`src/hdl/kth_smallest_selection_defines.svh`:
```
// Assertion macros for the kth_smallest_selection RTL (used by kss_ctrl).
// Needs i_clk and i_rst_n in the scope of each use.
`ifndef KTH_SMALLEST_SELECTION_DEFINES_SVH
`define KTH_SMALLEST_SELECTION_DEFINES_SVH

// Checked only outside reset.
`define KSS_ASSERT(lbl, prop, msg) \
    lbl: assert property (@(posedge i_clk) disable iff (!i_rst_n) prop) else $error(msg);

// Checked at every edge, reset included.
`define KSS_ASSERT_ALWAYS(lbl, prop, msg) \
    lbl: assert property (@(posedge i_clk) prop) else $error(msg);

`endif

```
`src/hdl/kss_pkg.sv`:
```
// Shared constants and controller/datapath interface types for kth_smallest_selection.
// No dependencies.
`default_nettype none
package kss_pkg;
    localparam int MAX_ITEMS = 256;
    localparam int DATA_W    = 32;
    localparam int RANK_W    = 9;
    localparam int ADDR_W    = (MAX_ITEMS > 1) ? $clog2(MAX_ITEMS) : 1;
    localparam int CNT_W     = ADDR_W + 1;
    localparam int CMP_W     = (RANK_W > CNT_W) ? RANK_W : CNT_W;

    typedef struct packed {
        logic load;       // input transfer: store and count value unless store full (then overflow)
        logic start;      // set closed: latch n, k, flags; clear set state
        logic scan;       // issue one store read and advance the address
        logic next_pass;  // commit pass winner as lower bound, rewind
        logic push;       // move result into the output register
    } t_cmd;

    typedef struct packed {
        logic addr_last;  // address being issued is the last stored entry
        logic last_pass;  // current pass yields the result
        logic rd_busy;    // a read is in flight to the compare stage
        logic out_full;   // output register holds a result not yet taken
    } t_sts;
endpackage
`default_nettype wire

```
`src/hdl/kss_ctrl.sv`:
```
// Sequencer for kth_smallest_selection: load, scan passes, result hand-off.
// Depends on kss_pkg and kth_smallest_selection_defines.svh.
`default_nettype none
`include "kth_smallest_selection_defines.svh"
module kss_ctrl (
    input  wire           i_clk,
    input  wire           i_rst_n,
    input  wire           i_in_valid,
    input  wire           i_in_last,
    output logic          o_in_ready,
    input  kss_pkg::t_sts i_sts,
    output kss_pkg::t_cmd o_cmd
);
    import kss_pkg::*;

    localparam logic [2:0] ST_LOAD = 3'd0;
    localparam logic [2:0] ST_SCAN = 3'd1;
    localparam logic [2:0] ST_WAIT = 3'd2;
    localparam logic [2:0] ST_EVAL = 3'd3;
    localparam logic [2:0] ST_PUSH = 3'd4;

    logic [2:0] r_state;
    logic [2:0] n_state;
    logic       w_acc;

    assign o_in_ready = (r_state == ST_LOAD);
    assign w_acc      = i_in_valid && o_in_ready;

    always_comb begin
        n_state = r_state;
        o_cmd   = '0;
        case (r_state)
            ST_LOAD: begin
                if (w_acc) begin
                    o_cmd.load = 1'b1;
                    if (i_in_last) begin
                        o_cmd.start = 1'b1;
                        n_state     = ST_SCAN;
                    end
                end
            end
            ST_SCAN: begin
                o_cmd.scan = 1'b1;
                if (i_sts.addr_last) begin
                    n_state = ST_WAIT;
                end
            end
            // last read data is compared here
            ST_WAIT: n_state = ST_EVAL;
            ST_EVAL: begin
                if (i_sts.last_pass) begin
                    n_state = ST_PUSH;
                end else begin
                    o_cmd.next_pass = 1'b1;
                    n_state         = ST_SCAN;
                end
            end
            ST_PUSH: begin
                if (!i_sts.out_full) begin
                    o_cmd.push = 1'b1;
                    n_state    = ST_LOAD;
                end
            end
            default: n_state = ST_LOAD;
        endcase
    end

    always_ff @(posedge i_clk) begin
        if (!i_rst_n) begin
            r_state <= ST_LOAD;
        end else begin
            r_state <= n_state;
        end
    end

    `KSS_ASSERT_ALWAYS(a_rst_load, !i_rst_n |=> r_state == ST_LOAD, "reset must return to load")
    `KSS_ASSERT(a_close_scans, (w_acc && i_in_last) |=> r_state == ST_SCAN, "closing item must start a scan")
    `KSS_ASSERT(a_eval_drained, r_state == ST_EVAL |-> !i_sts.rd_busy, "pass evaluated with read in flight")
    `KSS_ASSERT(a_push_free, o_cmd.push |-> !i_sts.out_full, "result pushed over unread result")
endmodule
`default_nettype wire

```
`config.mk`:
```
export PLATFORM = sky130hd
export DESIGN_NAME = kss_ctrl
export DESIGN_NICKNAME = d
export VERILOG_FILES = /design/src/hdl/kss_pkg.sv /design/src/hdl/kss_ctrl.sv
export VERILOG_INCLUDE_DIRS = /design/src /design/src/hdl
export SDC_FILE = /design/constraint.sdc
export NUM_CORES = 1
export LEC_CHECK = 0
export BUFFER_PORTS_ARGS = -buffer_cell sky130_fd_sc_hd__buf_2
export CAP_MARGIN = 15
export CORE_AREA = 4 4 41 43
export DETAILED_ROUTE_END_ITERATION = 16
export DIE_AREA = 0 0 45 47
export PLACE_DENSITY_LB_ADDON = 0.25
export SLEW_MARGIN = 0
export SYNTH_ARGS = -nofsm -noshare
export SYNTH_HDL_FRONTEND = slang
export SYNTH_SLANG_ARGS = --single-unit
export TNS_END_PERCENT = 30
```
`constraint.sdc`:
```
create_clock -name i_clk -period 1.28 [get_ports i_clk]
set_input_delay 0.192 -clock i_clk [delete_from_list [all_inputs] [get_ports i_clk]]
set_output_delay 0.192 -clock i_clk [all_outputs]
set_load 0.05 [all_outputs]
```
After elaboration in Yosys (flattened, before gate mapping)
Cells that the tools add are included.
- bits in registers: 3
- bits in latches: 0
- memory bits (writable): 0
- ROM bits: 0
- bits of input ports: 8
- logic and storage cells: 26
- memories: 0
- add/sub/neg operators: 0
- $mul: 0
- divide/modulo/power cells: 0
- order comparisons: 0
- eq/ne operators: 8
- shift operators: 0
- mux-type cells: 14
- bitwise operators: 0
- reductions and logical operators: 3
- operator list (kind ; number):
    two-way mux 3 bit ; 5
    one-hot mux 3 bit (5 select lines) ; 1
    equality test 3 x 2 -> 1 bit (second input constant) ; 2
    two-way mux 1 bit ; 6
    != test 2 bit (second input constant) ; 3
    two-way mux 2 bit ; 2
    AND reduction 4 bit ; 1
    equality test 3 x 1 -> 1 bit (second input constant) ; 1
    equality test 3 bit (second input constant) ; 1
    logical NOT 3 bit ; 1
    != test 2 x 1 -> 1 bit (second input constant) ; 1
    logical AND 1 bit ; 1

Logic depth before layout (Yosys ltp)
- depth after elaboration: 4
- gate-level depth with buffers: 4
- mapped depth without buffers: 3

Least setup slack after synthesis
Ideal clock, no wire load.
- kind: register to output
- start point: register r_state[0]
- end point: output o_cmd[0] in the netlist's numbering
- arrival time: 2.108 ns
- data required time: 1.088 ns
- slack: -1.020 ns
- cell stages (with the launch flop): 3
- path buffers: 1
- cell sequence: dfxtp_1 buf_6 nor4b_1
- RTL lines (element ; line ; source):
    start, declared ; kss_ctrl.sv:22 ; logic [2:0] r_state;
    start signal, assigned ; kss_ctrl.sv:72 ; r_state <= n_state;
    end, declared ; kss_ctrl.sv:12 ; output kss_pkg::t_cmd o_cmd

==> results.md <==
- Total grt overflow: 0
- Number of synthesized flops with an enable pin: 0
- Hold crit path type: primary input to register
- Worst IR Drop VDD: 0.679 mV
- Crit path launch type: register
- DRC Markers: 0
- Sequential share of the synthesized area: 23.9%
- Htree depth: 1
- Power share of the clock group: 16.9%
- Max reg flops: 3
- Post-detailed-route wirelength per cell: 12.5 µm
- CP max FO: 7
- Initial core utilization: 19.3%
- Post-route cell area: 485 µm²
- CTS tree: yes
- GPL Wtd Cong: 0.683
- First-pass GRT wire length: 1190 µm
- RSZ-0062 raised after global routing: yes
- Syn-to-layout area delta: 93.0%
- DRT antenna net count: 0
- Post-synth ARST share: 0%
- Top-count cell post-synth: dfxtp_1
- Final count of pins violating max slew: 0
- Syn Std Cell Area: 251 µm²
- Root Buffer: clkbuf_4
- Yosys cell types: 20
- Hold Worst Slack: 0.202 ns
- Sw frac: 43.6%
- Num CTS Buffers: 3
- Core Box Area: 1300 µm²
- Post-synth top cells: dfxtp_1 (3), buf_6 (2), nand2b_1 (2)
- Synth Area per Inst: 10.5 µm²
- WP data required: 1.09 ns
- Endpoints failing hold: 0
- Number of port buffers: 12
- Clock-pin slew on the worst setup and hold paths: 0.04 ns
- Switching power: 0.000419 W
- Pleak: 0.198 nW
- Outcome: finished with violations
- Max frequency: 0.748 GHz
- Fill count: 145
- Worst setup margin: -0.0567 ns
- Vias per inst: 4.53
- Drt first pass iters: 2
- Layout cells sized above 1: 77.3%
- Routed WL: 737 µm
- Tot GR Track Use: 7.82%
- Setup violators final: 6
- Top_reg_cell synth: dfxtp_1
- Vias in the first global route: 277
- Violated checks: negative setup slack
- R2R Setup Slk: 0.11 ns
- Sink Count: 3
- Synth top area share: 23.9%
- Worst setup EP type: output port
- Initial antenna violation count: 0
- Layout Nets: 53
- Syn Nets: 32
- Power Dens Cells: 1980 nW/µm²
- MaxCap Viol Count: 0
- Largest Register: r_state
- CP arrival: 1.14 ns
- Die height: 47 µm
- CTS Buffer Depth: 2
- Regs by FF count: r_state x3
- Combinational Power Share: 64.4%
- Setup bufs post-CTS: 0
- Synth area leaders: dfxtp_1 (24%), buf_6 (9.0%), nand3b_4 (8.0%), a221oi_2 (6.0%), a211oi_2 (5.0%)
- Post-route minimum period: 1.34 ns
- DRC violation total after the first TritonRoute iteration: 2
- Clk_lat worst skew: 0.23 ns
- Seq pwr share: 18.6%
- Dpl hpwl: 575 µm
- TNS Setup: -0.148 ns
- DR vias: 267
- Post-Synthesis Cells: 24
- Largest net degree at the start of global routing: 8
- Yosys reg bits: 3
- P_int: 0.000544 W
- YS warnings: 0
- Die width: 45 µm
- Final period util: 104%
- IO Count: 14
- Slew Limit Headroom: 84.0%
- Die area: 2120 µm²
- Layout Skew: 0.000809 ns
- Ant diodes: 0
- Row cnt: 13
- Post-DP Area: 402 µm²
- Area leader, netlist: dfxtp_1
- Measured slew at the worst slew-check pin: 0.240 ns
- Crit Path Category: register to output port
[worst paths after layout]
check                                 from         end  depth (start not counted)
worst max-delay path            r_state[0]    o_cmd[3]                          3
worst min-delay path               i_rst_n  r_state[2]                          3
worst max register to register  r_state[1]  r_state[0]                          4
worst min register to register  r_state[0]  r_state[2]                          2
[power groups by stage]
| stage | logic, W | registers (W) | clock network, W |
|---|---|---|---|
| 3_3_place_gp | 0.000546 | 0.000169 | 0 |
| 2_1_floorplan | 0.000471 | 0.000133 | 0 |
| 6_report | 0.000621 | 0.000179 | 0.000163 |
| 4_1_cts | 0.000623 | 0.000180 | 0.000172 |
| 5_1_grt | 0.000652 | 0.000184 | 0.000182 |
| 3_5_place_dp | 0.000561 | 0.000169 | 0 |
[metrics by stage]
step,setup WS [ns],std cells,total power [W],util [%]
global route,-0.108,59,0.00102,37.3
finish,-0.0567,59,0.000963,37.3
detailed placement,-0.00639,55,0.000730,30.9
floorplan,-0.254,24,0.000603,-
CTS,-0.0711,59,0.000975,36.5
global placement,0.0120,55,0.000715,30.9
[routing by layer]
metal	global-route usage (%)	wire [µm]	vias up
met1	7.95	313	125
met2	14.4	364	10
met4	1.75	0	0
li1	-	-	132
met5	0	0	-
met3	3.83	58	0
[cell type report]
| type | instances | area, µm² | share of cell area, % |
|---|---|---|---|
| Multi-Input combinational cell | 18 | 214 | 44.1 |
| Timing Repair Buffer | 18 | 151 | 31.2 |
| Sequential cell | 3 | 71.3 | 14.7 |
| Clock buffer | 4 | 26.3 | 5.41 |
| Tap cell | 15 | 18.8 | 3.87 |
| Inverter | 1 | 3.75 | 0.773 |
[cell families (layout without fill, tap and decap cells)]
logic type	after synthesis	in the layout	synth area share [%]
AOI/OAI and AO/OA	4	4	17.9
DFF	3	3	23.9
and+or+nand+nor	13	13	43.3
muxes	1	1	4.48
buffers and inverters	3	23	10.4
[critical path, cell delays in order, from the launching register on]
cell and delay (ns):
dfxtp_4 0.36, nor3_4 0.20, and3_4 0.21, buf_8 0.14
[cells in the final DEF, fill, tap and decap left out]
master,count
nand2_1,1
buf_4,4
nor2_1,1
inv_1,1
mux2_2,1
clkbuf_4,3
nor3b_2,1
dfxtp_4,3
a221oi_2,1
buf_2,7
nand4bb_1,1
nand2b_1,2
nor3_4,1
and2_4,1
nor4bb_4,1
a31o_1,1
buf_6,5
clkbuf_1,1
buf_8,2
a211oi_2,1
nor4b_4,1
nand4b_1,1
nand3b_4,1
and3_4,1
a221oi_1,1
[repair_timing]
action | in CTS | in global routing
hold buffers | 0 | 0
pin swaps | 2 | 1
setup endpoints to repair | 6 | 6
resized for setup | 17 | 3
Power figures use the tool's default switching activity.
